==> config.mk <==
export PLATFORM = sky130hd
export DESIGN_NAME = xmodem_checksum_receiver
export DESIGN_NICKNAME = d
export VERILOG_FILES = /design/src/xcr_pkg.sv /design/src/xcr_ram.sv /design/src/xmodem_checksum_receiver.sv
export SDC_FILE = /design/constraint.sdc
export NUM_CORES = 2
export LEC_CHECK = 0
export ABC_CLOCK_PERIOD_IN_PS = 14400
export BUFFER_PORTS_ARGS = -buffer_cell sky130_fd_sc_hd__buf_2
export CAP_MARGIN = 30
export CORE_MARGIN = 2
export CORE_UTILIZATION = 28
export DETAILED_ROUTE_END_ITERATION = 12
export HOLD_SLACK_MARGIN = 0.15
export REMOVE_ABC_BUFFERS = 1
export SLEW_MARGIN = 5
export SYNTH_ARGS = -nofsm -noshare
export SYNTH_HDL_FRONTEND = slang
export SYNTH_SLANG_ARGS = --single-unit
export TNS_END_PERCENT = 5
==> constraint.sdc <==
create_clock -name clk -period 14.4 [get_ports clk]
set_input_delay 2.16 -clock clk [delete_from_list [all_inputs] [get_ports clk]]
set_output_delay 2.16 -clock clk [all_outputs]
set_load 0.02 [all_outputs]
==> src/xcr_pkg.sv <==
// Shared constants, codes and types for the XMODEM checksum receiver.
package xcr_pkg;

  localparam int PAYLOAD_BYTES = 128;
  localparam int WORD_BYTES    = 8;
  localparam int WORD_W        = 8 * WORD_BYTES;
  localparam int PAYLOAD_WORDS = PAYLOAD_BYTES / WORD_BYTES;
  localparam int BYTE_CNT_W    = $clog2(PAYLOAD_BYTES);
  localparam int LANE_W        = $clog2(WORD_BYTES);
  localparam int WORD_IDX_W    = BYTE_CNT_W - LANE_W;
  localparam int WORD_CNT_W    = WORD_IDX_W + 1;
  localparam int ADDR_W        = 32;
  localparam int CFG_IDX_W     = 1;

  typedef logic [7:0] octet_t;

  localparam octet_t CH_SOH   = 8'h01;
  localparam octet_t CH_EOT   = 8'h04;
  localparam octet_t CH_ACK   = 8'h06;
  localparam octet_t CH_NAK   = 8'h15;
  localparam octet_t CH_ONES  = 8'hFF;
  localparam octet_t CH_NONE  = 8'h00;

  localparam logic [ADDR_W-1:0] LOAD_BASE_RST = 32'h0000_8000;
  localparam logic [31:0]       TIMEOUT_RST   = 32'd4000000;

  localparam logic [CFG_IDX_W-1:0] CFG_LOAD_BASE = 1'b0;
  localparam logic [CFG_IDX_W-1:0] CFG_TIMEOUT   = 1'b1;

  localparam logic MODE_BYTE  = 1'b0;
  localparam logic MODE_TICK  = 1'b1;
  localparam logic KIND_REPLY = 1'b0;
  localparam logic KIND_WRITE = 1'b1;

  typedef enum logic [2:0] {
    ST_SOH,
    ST_BLK,
    ST_CMP,
    ST_DATA,
    ST_SUM,
    ST_FLUSH,
    ST_ACK,
    ST_DONE
  } rx_state_t;

endpackage

==> src/xcr_ram.sv <==
// Generic simple dual-port RAM with a registered read port.
module xcr_ram #(
  parameter int WIDTH = 64,
  parameter int DEPTH = 16
) (
  input  logic                     clk,
  input  logic                     we,
  input  logic [$clog2(DEPTH)-1:0] waddr,
  input  logic [WIDTH-1:0]         wdata,
  input  logic                     re,
  input  logic [$clog2(DEPTH)-1:0] raddr,
  output logic [WIDTH-1:0]         rdata
);

  logic [WIDTH-1:0] mem [DEPTH];
  logic [WIDTH-1:0] rdata_r;

  always_ff @(posedge clk) begin
    if (we) begin
      mem[waddr] <= wdata;
    end
    // hold the last read word until the next read
    if (re) begin
      rdata_r <= mem[raddr];
    end
  end

  assign rdata = rdata_r;

endmodule

==> src/xmodem_checksum_receiver.sv <==
// Top level of the XMODEM (8-bit checksum) receiver that loads an image into memory.
//
// The input channel (in_valid/in_ready) carries one request per received UART
// byte (in_mode = 0) or per timer tick (in_mode = 1). The result channel
// (out_valid/out_ready) carries reply bytes (out_kind = 0, ACK or NAK) and 64-bit
// memory writes (out_kind = 1); out_last marks the final result of a request.
// A reply appears the cycle after its request is taken, and the next request is
// taken as soon as the output register is free: one request per cycle when the
// sink keeps out_ready high.
// A good checksum starts a flush: the 16 payload words leave the RAM one per
// cycle, then the ACK follows; the single RAM read port sets this pace. No
// request is taken during the flush. When the sink stalls, the current result
// holds and the flush pauses with it; nothing is dropped.
// Synchronous reset (rst_n low) returns to awaiting SOH with block number 1,
// write address 0x8000 and timeout 4000000 ticks. The payload RAM needs no
// clearing: every word is written within a packet before it is read.
// After the EOT is answered (ACK with out_start_image), requests are taken and
// dropped. Write configuration (cfg_we/cfg_index/cfg_wdata) only while idle;
// writing load_base also reloads the write address.
module xmodem_checksum_receiver (
  input  logic                           clk,
  input  logic                           rst_n,
  input  logic                           cfg_we,
  input  logic [xcr_pkg::CFG_IDX_W-1:0]  cfg_index,
  input  logic [31:0]                    cfg_wdata,
  input  logic                           in_valid,
  output logic                           in_ready,
  input  logic                           in_mode,
  input  logic [7:0]                     in_rx_byte,
  output logic                           out_valid,
  input  logic                           out_ready,
  output logic                           out_kind,
  output logic [7:0]                     out_reply_byte,
  output logic [xcr_pkg::ADDR_W-1:0]     out_write_addr,
  output logic [xcr_pkg::WORD_W-1:0]     out_write_data,
  output logic                           out_start_image,
  output logic                           out_last
);

  import xcr_pkg::*;

  // control state
  rx_state_t              state_r, state_nxt;
  logic [BYTE_CNT_W-1:0]  byte_cnt_r, byte_cnt_nxt;
  logic [WORD_CNT_W-1:0]  rd_cnt_r, rd_cnt_nxt;
  logic [WORD_IDX_W-1:0]  emit_cnt_r, emit_cnt_nxt;
  logic                   rd_pend_r, rd_pend_nxt;
  logic [31:0]            idle_count_r, idle_count_nxt;
  octet_t                 expected_block_r, expected_block_nxt;

  // configuration
  logic [31:0]            timeout_r, timeout_nxt;
  logic [ADDR_W-1:0]      next_write_addr_r, next_write_addr_nxt;

  // packet datapath
  octet_t                 block_seen_r, block_seen_nxt;
  octet_t                 running_sum_r, running_sum_nxt;
  logic [WORD_W-1:0]      word_r, word_nxt;
  logic [ADDR_W-1:0]      flush_addr_r, flush_addr_nxt;

  // result register
  logic                   out_valid_r, out_valid_nxt;
  logic                   out_kind_r, out_kind_nxt;
  octet_t                 out_reply_r, out_reply_nxt;
  logic [ADDR_W-1:0]      out_addr_r, out_addr_nxt;
  logic [WORD_W-1:0]      out_data_r, out_data_nxt;
  logic                   out_start_r, out_start_nxt;
  logic                   out_last_r, out_last_nxt;

  // decode
  logic                   out_free;
  logic                   rx_state;
  logic                   in_fire;
  logic                   is_byte;
  logic                   is_tick;
  logic [32:0]            tick_cnt;
  logic                   tick_nak;
  logic                   blk_ok;
  logic                   cmp_ok;
  logic                   sum_ok;
  logic                   data_last;
  logic                   ld_word;
  logic                   rd_issue;
  logic                   last_word;

  // reply request
  logic                   ld_reply;
  octet_t                 reply_code;
  logic                   reply_start;

  // payload RAM
  logic                   ram_we;
  logic [WORD_W-1:0]      ram_wdata;
  logic [WORD_W-1:0]      ram_rdata;

  xcr_ram #(
    .WIDTH (WORD_W),
    .DEPTH (PAYLOAD_WORDS)
  ) u_payload_ram (
    .clk   (clk),
    .we    (ram_we),
    .waddr (byte_cnt_r[BYTE_CNT_W-1:LANE_W]),
    .wdata (ram_wdata),
    .re    (rd_issue),
    .raddr (rd_cnt_r[WORD_IDX_W-1:0]),
    .rdata (ram_rdata)
  );

  // In the receive states, take a request whenever a single reply would find the output register free;
  // after the transfer ends, take and drop everything.
  assign out_free = !out_valid_r || out_ready;
  assign rx_state = (state_r == ST_SOH) || (state_r == ST_BLK) || (state_r == ST_CMP) ||
                    (state_r == ST_DATA) || (state_r == ST_SUM);
  assign in_ready = (state_r == ST_DONE) || (rx_state && out_free);
  assign in_fire  = in_valid && in_ready;
  assign is_byte  = in_fire && rx_state && (in_mode == MODE_BYTE);
  assign is_tick  = in_fire && rx_state && (in_mode == MODE_TICK);

  // idle timer: the count is compared one wider so a full count cannot wrap
  assign tick_cnt = {1'b0, idle_count_r} + 33'd1;
  assign tick_nak = tick_cnt >= {1'b0, timeout_r};

  assign blk_ok    = in_rx_byte == expected_block_r;
  assign cmp_ok    = in_rx_byte == (CH_ONES - block_seen_r);
  assign sum_ok    = in_rx_byte == running_sum_r;
  assign data_last = byte_cnt_r == BYTE_CNT_W'(PAYLOAD_BYTES - 1);

  // Flush: keep one word in the RAM read register ahead of the output register.
  // A read is issued when the read register is empty or is drained this cycle.
  assign ld_word   = (state_r == ST_FLUSH) && rd_pend_r && out_free;
  assign rd_issue  = (state_r == ST_FLUSH) && (rd_cnt_r < WORD_CNT_W'(PAYLOAD_WORDS)) &&
                     (!rd_pend_r || out_free);
  assign last_word = emit_cnt_r == WORD_IDX_W'(PAYLOAD_WORDS - 1);

  // assemble payload bytes into a word, first byte ending up in the low bits
  assign ram_wdata = {in_rx_byte, word_r[WORD_W-1:8]};
  assign ram_we    = is_byte && (state_r == ST_DATA) &&
                     (byte_cnt_r[LANE_W-1:0] == LANE_W'(WORD_BYTES - 1));

  // next state
  always_comb begin
    state_nxt = state_r;
    unique case (state_r)
      ST_SOH: begin
        if (is_byte) begin
          if (in_rx_byte == CH_EOT) begin
            state_nxt = ST_DONE;
          end else if (in_rx_byte == CH_SOH) begin
            state_nxt = ST_BLK;
          end
        end
      end
      ST_BLK: begin
        if (is_byte) begin
          state_nxt = blk_ok ? ST_CMP : ST_SOH;
        end
      end
      ST_CMP: begin
        if (is_byte) begin
          state_nxt = cmp_ok ? ST_DATA : ST_SOH;
        end
      end
      ST_DATA: begin
        if (is_byte && data_last) begin
          state_nxt = ST_SUM;
        end
      end
      ST_SUM: begin
        if (is_byte) begin
          state_nxt = sum_ok ? ST_FLUSH : ST_SOH;
        end
      end
      ST_FLUSH: begin
        if (ld_word && last_word) begin
          state_nxt = ST_ACK;
        end
      end
      ST_ACK: begin
        if (out_free) begin
          state_nxt = ST_SOH;
        end
      end
      ST_DONE: begin
        state_nxt = ST_DONE;
      end
      default: begin
        state_nxt = ST_SOH;
      end
    endcase
  end

  // datapath and result register
  always_comb begin
    byte_cnt_nxt        = byte_cnt_r;
    rd_cnt_nxt          = rd_cnt_r;
    emit_cnt_nxt        = emit_cnt_r;
    rd_pend_nxt         = rd_pend_r;
    idle_count_nxt      = idle_count_r;
    expected_block_nxt  = expected_block_r;
    timeout_nxt         = timeout_r;
    next_write_addr_nxt = next_write_addr_r;
    block_seen_nxt      = block_seen_r;
    running_sum_nxt     = running_sum_r;
    word_nxt            = word_r;
    flush_addr_nxt      = flush_addr_r;
    ld_reply            = 1'b0;
    reply_code          = CH_NAK;
    reply_start         = 1'b0;

    if (is_tick) begin
      if (tick_nak) begin
        idle_count_nxt = '0;
        ld_reply       = 1'b1;
      end else begin
        idle_count_nxt = tick_cnt[31:0];
      end
    end

    if (is_byte) begin
      idle_count_nxt = '0;
    end

    unique case (state_r)
      ST_SOH: begin
        if (is_byte) begin
          if (in_rx_byte == CH_EOT) begin
            ld_reply    = 1'b1;
            reply_code  = CH_ACK;
            reply_start = 1'b1;
          end else if (in_rx_byte == CH_SOH) begin
            running_sum_nxt = in_rx_byte;
          end else begin
            ld_reply = 1'b1;
          end
        end
      end
      ST_BLK: begin
        if (is_byte) begin
          if (blk_ok) begin
            block_seen_nxt  = in_rx_byte;
            running_sum_nxt = running_sum_r + in_rx_byte;
          end else begin
            ld_reply = 1'b1;
          end
        end
      end
      ST_CMP: begin
        if (is_byte) begin
          if (cmp_ok) begin
            running_sum_nxt = running_sum_r + in_rx_byte;
            byte_cnt_nxt    = '0;
          end else begin
            ld_reply = 1'b1;
          end
        end
      end
      ST_DATA: begin
        if (is_byte) begin
          running_sum_nxt = running_sum_r + in_rx_byte;
          word_nxt        = ram_wdata;
          byte_cnt_nxt    = byte_cnt_r + BYTE_CNT_W'(1);
        end
      end
      ST_SUM: begin
        if (is_byte) begin
          if (sum_ok) begin
            rd_cnt_nxt     = '0;
            emit_cnt_nxt   = '0;
            rd_pend_nxt    = 1'b0;
            flush_addr_nxt = next_write_addr_r;
          end else begin
            ld_reply = 1'b1;
          end
        end
      end
      ST_FLUSH: begin
        if (rd_issue) begin
          rd_cnt_nxt  = rd_cnt_r + WORD_CNT_W'(1);
          rd_pend_nxt = 1'b1;
        end else if (ld_word) begin
          rd_pend_nxt = 1'b0;
        end
        if (ld_word) begin
          emit_cnt_nxt   = emit_cnt_r + WORD_IDX_W'(1);
          flush_addr_nxt = flush_addr_r + ADDR_W'(WORD_BYTES);
        end
      end
      ST_ACK: begin
        if (out_free) begin
          ld_reply            = 1'b1;
          reply_code          = CH_ACK;
          next_write_addr_nxt = next_write_addr_r + ADDR_W'(PAYLOAD_BYTES);
          expected_block_nxt  = expected_block_r + 8'd1;
        end
      end
      ST_DONE: begin
      end
      default: begin
      end
    endcase

    // the user must write configuration only while idle; the block does not enforce it
    if (cfg_we) begin
      unique case (cfg_index)
        CFG_LOAD_BASE: begin
          next_write_addr_nxt = cfg_wdata;
        end
        CFG_TIMEOUT: begin
          timeout_nxt = cfg_wdata;
        end
        default: begin
        end
      endcase
    end

    // result register: load a reply or a flushed word, else drain on accept
    out_valid_nxt = out_valid_r;
    out_kind_nxt  = out_kind_r;
    out_reply_nxt = out_reply_r;
    out_addr_nxt  = out_addr_r;
    out_data_nxt  = out_data_r;
    out_start_nxt = out_start_r;
    out_last_nxt  = out_last_r;
    if (ld_reply) begin
      out_valid_nxt = 1'b1;
      out_kind_nxt  = KIND_REPLY;
      out_reply_nxt = reply_code;
      out_addr_nxt  = '0;
      out_data_nxt  = '0;
      out_start_nxt = reply_start;
      out_last_nxt  = 1'b1;
    end else if (ld_word) begin
      out_valid_nxt = 1'b1;
      out_kind_nxt  = KIND_WRITE;
      out_reply_nxt = CH_NONE;
      out_addr_nxt  = flush_addr_r;
      out_data_nxt  = ram_rdata;
      out_start_nxt = 1'b0;
      out_last_nxt  = 1'b0;
    end else if (out_ready) begin
      out_valid_nxt = 1'b0;
    end
  end

  always_ff @(posedge clk) begin
    if (!rst_n) begin
      state_r           <= ST_SOH;
      rd_pend_r         <= 1'b0;
      idle_count_r      <= '0;
      expected_block_r  <= 8'd1;
      timeout_r         <= TIMEOUT_RST;
      next_write_addr_r <= LOAD_BASE_RST;
      out_valid_r       <= 1'b0;
    end else begin
      state_r           <= state_nxt;
      rd_pend_r         <= rd_pend_nxt;
      idle_count_r      <= idle_count_nxt;
      expected_block_r  <= expected_block_nxt;
      timeout_r         <= timeout_nxt;
      next_write_addr_r <= next_write_addr_nxt;
      out_valid_r       <= out_valid_nxt;
    end
  end

  always_ff @(posedge clk) begin
    byte_cnt_r    <= byte_cnt_nxt;
    rd_cnt_r      <= rd_cnt_nxt;
    emit_cnt_r    <= emit_cnt_nxt;
    block_seen_r  <= block_seen_nxt;
    running_sum_r <= running_sum_nxt;
    word_r        <= word_nxt;
    flush_addr_r  <= flush_addr_nxt;
    out_kind_r    <= out_kind_nxt;
    out_reply_r   <= out_reply_nxt;
    out_addr_r    <= out_addr_nxt;
    out_data_r    <= out_data_nxt;
    out_start_r   <= out_start_nxt;
    out_last_r    <= out_last_nxt;
  end

  assign out_valid       = out_valid_r;
  assign out_kind        = out_kind_r;
  assign out_reply_byte  = out_reply_r;
  assign out_write_addr  = out_addr_r;
  assign out_write_data  = out_data_r;
  assign out_start_image = out_start_r;
  assign out_last        = out_last_r;

endmodule

# ---- Word-level counts from Yosys, hierarchy flattened
# Memory sizes are Yosys's and may differ from the RTL's. A register that Yosys moved wholly into a read port is not among the register bits.
# Cells that the tools add are included.
dict set report op_classes {
  n_lt_le_gt_ge 2
  bitwise_logic 2
  mux 76
  n_eq_ne 32
  n_addsub 9
  reduce_logical 39
}
# cell count
set ops {}
lappend ops {{two-way mux 32 bit} 8}
lappend ops {{two-way mux 8 bit} 10}
lappend ops {{case mux 32 bit (2 select lines)} 1}
lappend ops {{adder 32 x 1 -> 33 bit (second input constant)} 1}
lappend ops {{greater-or-equal comparator 33 x 32 -> 1 bit} 1}
lappend ops {{adder 32 x 4 -> 32 bit (second input constant)} 1}
lappend ops {{adder 32 x 8 -> 32 bit (second input constant)} 1}
lappend ops {{case mux 8 bit (4 select lines)} 1}
lappend ops {{two-way mux 3 bit} 10}
lappend ops {{two-way mux 5 bit} 6}
lappend ops {{two-way mux 1 bit} 25}
lappend ops {{== test 8 bit} 3}
lappend ops {{inequality test 2 bit (second input constant)} 12}
lappend ops {{case mux 3 bit (8 select lines)} 1}
lappend ops {{two-way mux 7 bit} 3}
lappend ops {{case mux 5 bit (2 select lines)} 2}
lappend ops {{AND reduction 4 bit} 4}
lappend ops {{== test 3 bit (second input constant)} 5}
lappend ops {{case mux 7 bit (2 select lines)} 1}
lappend ops {{logical AND 1 bit} 13}
lappend ops {{two-way mux 4 bit} 3}
lappend ops {{AND reduction 9 bit} 1}
lappend ops {{adder 8 x 1 -> 8 bit (second input constant)} 1}
lappend ops {{adder 8 bit} 1}
lappend ops {{29 further kinds} 45}
dict set report totals {
  out_inout_bits 109
  word_cells 181
  reg_bits 344
  ram_bits 1024
  memories 1
  input_bits 47
}
# name words word_bits rd rd_ports_with_merged_regs write_ports line
set mem_list {}
lappend mem_list {u_payload_ram.mem 16 64 1 1 1 xcr_ram.sv:15} ;# logic [WIDTH-1:0] mem [DEPTH];

# ---- Longest topological paths before layout
dict set report depth {
  word_depth 16
  depth_mapped 18
  mapped_depth_nobuf 14
}

# ---- Cells and area by module
# From an unflattened synthesis, not the netlist that was laid out.
dict set report unflattened {
  hier_cells 3253
  hier_area_um2 55889.9
}
# mod instances seq_area_each_um2 area_each_um2 cells_per_inst
set modules_own_cells {}
lappend modules_own_cells {xcr_ram 1 32671.3 40222.3 1647}
lappend modules_own_cells {xmodem_checksum_receiver 1 7867.5 15667.5 1606}

# ---- Least setup slack after synthesis
# No wires, ideal clock.
dict set report synth_timing {
  kind {in2reg}
  start {in out_ready}
  end {mem u_payload_ram.mem[12][0], enable pin}
  t_arrival_ns 10.084
  n_path_buf 1
  t_required_ns 13.836
  stages 6
  setup_time_ns 0.564
  setup_slack_ns 3.752
  cell_sequence {nand2b_1 > clkbuf_1 > nand3_1 > nor2_1 > nand4_1 > nor3_1}
}
dict set report synth_between {
  elab_chain_len 10
}
# element line
set synth_rtl {}
lappend synth_rtl {{start: declaration} xmodem_checksum_receiver.sv:31} ;# input logic out_ready,
lappend synth_rtl {{logical OR 1 bit} xmodem_checksum_receiver.sv:111} ;# assign out_free = !out_valid_r || out_ready;
lappend synth_rtl {{logical AND 1 bit} xmodem_checksum_receiver.sv:114} ;# assign in_ready = (state_r == ST_DONE) || (rx_state && out_free);
lappend synth_rtl {{logical OR 1 bit} xmodem_checksum_receiver.sv:114}
lappend synth_rtl {{logical AND 1 bit} xmodem_checksum_receiver.sv:115} ;# assign in_fire = in_valid && in_ready;
lappend synth_rtl {{logical AND 1 bit (2 in a row)} xmodem_checksum_receiver.sv:116} ;# assign is_byte = in_fire && rx_state && (in_mode == MODE_BYTE);
lappend synth_rtl {{logical AND 1 bit (2 in a row)} xmodem_checksum_receiver.sv:137} ;# assign ram_we = is_byte && (state_r == ST_DATA) &&
lappend synth_rtl {{two-way mux 1 bit} xcr_ram.sv:19} ;# if (we) begin
lappend synth_rtl {{two-way mux 1 bit (implied by the code)} xcr_ram.sv:20} ;# mem[waddr] <= wdata;
lappend synth_rtl {{end: declaration} xcr_ram.sv:15}
# No other way between the ends.

# ---- Worst setup path after layout
dict set report layout_timing {
  start {in out_ready}
  end {mem u_payload_ram.mem[12][1], enable pin}
}
# The elaborated chain is that of the path after synthesis.

==> tab_implementation.tex <==
\begin{tabular}{lr}
\hline
Metric & Value \\
\hline
\multicolumn{2}{l}{\textbf{Clocking}} \\
\quad Resized cells post-CTS & 0 \\
\quad Setup bufs post-CTS & 0 \\
\quad CTS clk-pin slew, worst paths & around 0.06 ns \\
\quad Clock latency on the worst-skew pair & about 0.8 ns \\
\quad Clock H-tree levels & 4 \\
\quad Hold\_buf cts & 0 \\
\quad Number of CTS-inserted buffers & about 150 \\
\quad Clock Sink Count & between 1000 and 1500 \\
\quad Root Buffer & clkbuf\_16 \\
\quad Longest Clk Path Bufs & 3 \\
\quad TritonCTS clock tree & done \\
\multicolumn{2}{l}{\textbf{Power}} \\
\quad Worst IR drop on VDD & approximately 110 uV \\
\quad Static Leak & 20.1 nW \\
\quad Sum of internal, switching and leakage power & 8.36 mW \\
\quad Cell area power density & 130 nW/um\^{}2 \\
\multicolumn{2}{l}{\textbf{Place}} \\
\quad Placer's final routability congestion estimate & $\sim$0.79 \\
\quad Number of placed instances with taps included & 5840 \\
\quad Count of buffers from port buffering & between 150 and 200 \\
\quad DP HPWL & approximately 78000 microns \\
\quad Placed Area & a little under 60000 sq um \\
\multicolumn{2}{l}{\textbf{Floorplan}} \\
\quad Number of rows in the core area & $\sim$160 \\
\quad Full die area & about 200000 sq um \\
\quad Core region area & approximately 200000 sq um \\
\quad Number of top-level design ports & $\sim$160 \\
\quad Overall die height & 448 microns \\
\quad Width of the chip & $\sim$450 microns \\
\quad Initial Util & 28.1\% \\
\multicolumn{2}{l}{\textbf{Worst setup path}} \\
\quad Startpoint Class & input port \\
\quad Reg2Reg Setup Slack & between 9 and 10 ns \\
\quad Number of cells traversed by the worst register-to-register path & 14 \\
\quad Critical path arrival & slightly above 6 ns \\
\quad Crit path capture type & register \\
\quad Critical Path RT & between 10 and 15 ns \\
\quad Kind of critical path & input port to register \\
\quad Highest fanout seen on the critical path & 35 \\
\quad Worst setup startpoint & out\_ready \\
\quad Reg-to-reg startpoint & idle\_count\_r[9] \\
\quad Capture point of the worst reg-to-reg path & out\_write\_addr[29] \\
\multicolumn{2}{l}{\textbf{Route}} \\
\quad TritonRoute pass-1 iters & 5 \\
\quad Routed len/inst & approximately 22 microns \\
\quad DRT iter0 DRCs & $\sim$2600 \\
\quad Count of antenna-violating nets left after detailed routing & 0 \\
\quad Aggregate routed wire length & approximately 130000 microns \\
\quad Vias per cell & $\sim$4.7 \\
\quad Number of vias after detailed routing & approximately 29000 \\
\quad Post-route DRC & 0 \\
\multicolumn{2}{l}{\textbf{Synthesis}} \\
\quad Syn Inst Count & 3151 \\
\quad Area share of the largest cell type after synthesis & between 60\% and 70\% \\
\quad Cell Area, Synth & about 55000 sq um \\
\quad Post-synthesis sequential area ratio & about three quarters \\
\quad Top\_reg\_cell synth & edfxtp\_1 \\
\quad Number of warnings printed during yosys synthesis & 0 \\
\quad Yosys top cell by area & edfxtp\_1 \\
\quad Area contributors post-synth & edfxtp\_1, mux4\_2, dfxtp\_1 \\
\quad EDFF count, synth & roughly 1200 \\
\quad Mean instance size in the synthesized netlist & roughly 18 sq um \\
\quad Asr flop ratio synth & 0\% \\
\quad Count of cell types in the netlist & 71 \\
\quad Flip-flop and latch count after synthesis & around 1400 \\
\multicolumn{2}{l}{\textbf{Worst hold path}} \\
\quad Worst Hold Path EP & out\_write\_data[58] \\
\quad Cell count of the worst hold path & 2 \\
\quad Tightest Hold Check Type & register to register \\
\quad Origin of the worst min-delay path & out\_write\_data[58] \\
\multicolumn{2}{l}{\textbf{Global routing}} \\
\quad Maximum number of pins on one net before global-route repair & 147 \\
\quad Via count of the first global-routing pass & about 29000 \\
\quad Aggregate global routing overflow & 0 \\
\quad Total track usage & about an eighth \\
\quad Wire length of the first global-routing pass & 197000 microns \\
\quad Number of antenna violations at the first check in global routing & 9 \\
\multicolumn{2}{l}{\textbf{Final layout}} \\
\quad Non-filler instance count after layout & roughly 6000 \\
\quad Post-route cell area & between 60000 and 70000 sq um \\
\quad Area Growth Syn to Fin & 16.6\% \\
\quad Share of layout cells above drive strength 1 & around 23\% \\
\quad Number of nets in the layout & approximately 3500 \\
\multicolumn{2}{l}{\textbf{Status}} \\
\quad Result of the run & finished, final reports clean \\
\multicolumn{2}{l}{\textbf{Timing}} \\
\quad Min Tclk post-route & between 5 and 6 ns \\
\quad Hold\_ws & 0.451 ns \\
\quad Relative slew margins & a little under a third \\
\quad Number of failing hold endpoints at the final stage & 0 \\
\quad Unrepaired setup endpoints after global routing & no \\
\quad Part of the cycle the worst path needs & about two fifths \\
\quad Worst clock skew on the final layout & slightly above 0.06 ns \\
\quad Highest clock rate & $\sim$0.17 GHz \\
\quad Setup TNS & 0 ns \\
\quad Final Setup Violations & 0 \\
\quad Max-slew violations & 0 \\
\quad Actual slew at the worst max-slew pin & roughly 1.0 ns \\
\multicolumn{2}{l}{\textbf{Flow run}} \\
\quad Number of max-cap violations & 0 \\
\hline
\end{tabular}
==> cell type report <==
| type | count | area (sq um) |
|---|---|---|
| antenna | 2 | 5.00 |
| sequential | 1419 | 40500 |
| clock buffer | 196 | 4060 |
| clock inverter | 86 | 915 |
| timing repair buffer | 223 | 1470 |
| inverter | 44 | 168 |
| tap | 2640 | 3300 |
| fill | 18700 | 132000 |
| multi-input combinational | 1518 | 14000 |
==> placed cells by master, fill, tap and decap left out, drive strengths merged, types with 53 or more instances in the layout <==
cell type,Yosys,final
edfxtp,1212,1212
nand2,399,399
mux4,320,320
buf,44,223
dfxtp,207,207
clkbuf,129,196
a21oi,177,177
nor2,92,92
o21ai,70,70
clkinv,1,67
xor2,61,61
nand3,59,59
xnor2,53,53
==> cell families after synthesis <==
logic type	after synthesis	synth area share [%]
flip-flops	1419	73.3
XOR/XNOR	114	1.81
multiplexers	326	13.1
adder cells (fa/ha/maj)	48	1.10
buffers and inverters	217	1.64
AO/OA/AOI/OAI	313	3.22
AND/OR/NAND/NOR	713	5.77
other	1	0.00678
==> per-layer routing <==
layer | routed length, microns | global-route usage (%)
met1 | 54900 | 16.9
met4 | 2370 | 3.29
met3 | 7280 | 2.51
met5 | 76 | 0
met2 | 67200 | 22.6
==> state kept, by name (all words and copies together), names as in the netlist, 56 cells and up <==
signal / count
out_write_data: 64
u_payload_ram.mem: 1024
word_r: 56
u_payload_ram.rdata: 64
==> where the power goes <==
group	total (mW)	leakage, nW	switching, mW	internal [mW]
sequential	4.42	12.6	0.00903	4.41
combinational	0.105	5.12	0.0724	0.0324
clock	3.83	2.39	1.69	2.14
total	8.36	20.1	1.77	6.59
==> critical path, cell delays in order <==
cell and delay [ns]:
buf_2 0.11, nand2b_1 0.38, nand3_1 0.35, nor2_4 0.19, buf_4 0.46, buf_4 0.59, nand4_1 0.45, nor3_2 0.24
buf_4 0.49, buf_4 0.64
==> through the flow <==
stage	utilization, %	worst slack, ns
2_1_floorplan	-	3.10
3_3_place_gp	30.1	7.81
3_5_place_dp	30.2	7.74
4_1_cts	32.7	8.57
5_1_grt	32.8	8.40
6_report	32.8	8.63
==> synthesized netlist by cell type (47+ instances only) <==
cell and instances:
a21oi_1 177, clkbuf_1 128, dfxtp_1 207, edfxtp_1 1212
ha_1 47, mux4_2 320, nand2_1 399, nand3_1 58
nor2_1 92, o21ai_0 55, xnor2_1 53, xor2_1 61
==> worst max-delay path by stage <==
stage	endpoint	slack (ns)	depth (start not counted)
after floorplan	u_payload_ram.rdata[0]	3.10	2
after global placement	u_payload_ram.mem[12][18]	7.81	10
after detailed placement	u_payload_ram.mem[12][8]	7.74	10
after CTS	u_payload_ram.mem[12][30]	8.57	10
after global routing	u_payload_ram.mem[12][30]	8.40	10
final	u_payload_ram.mem[12][1]	8.63	10
No activity file was read; power rests on OpenSTA's default activity.
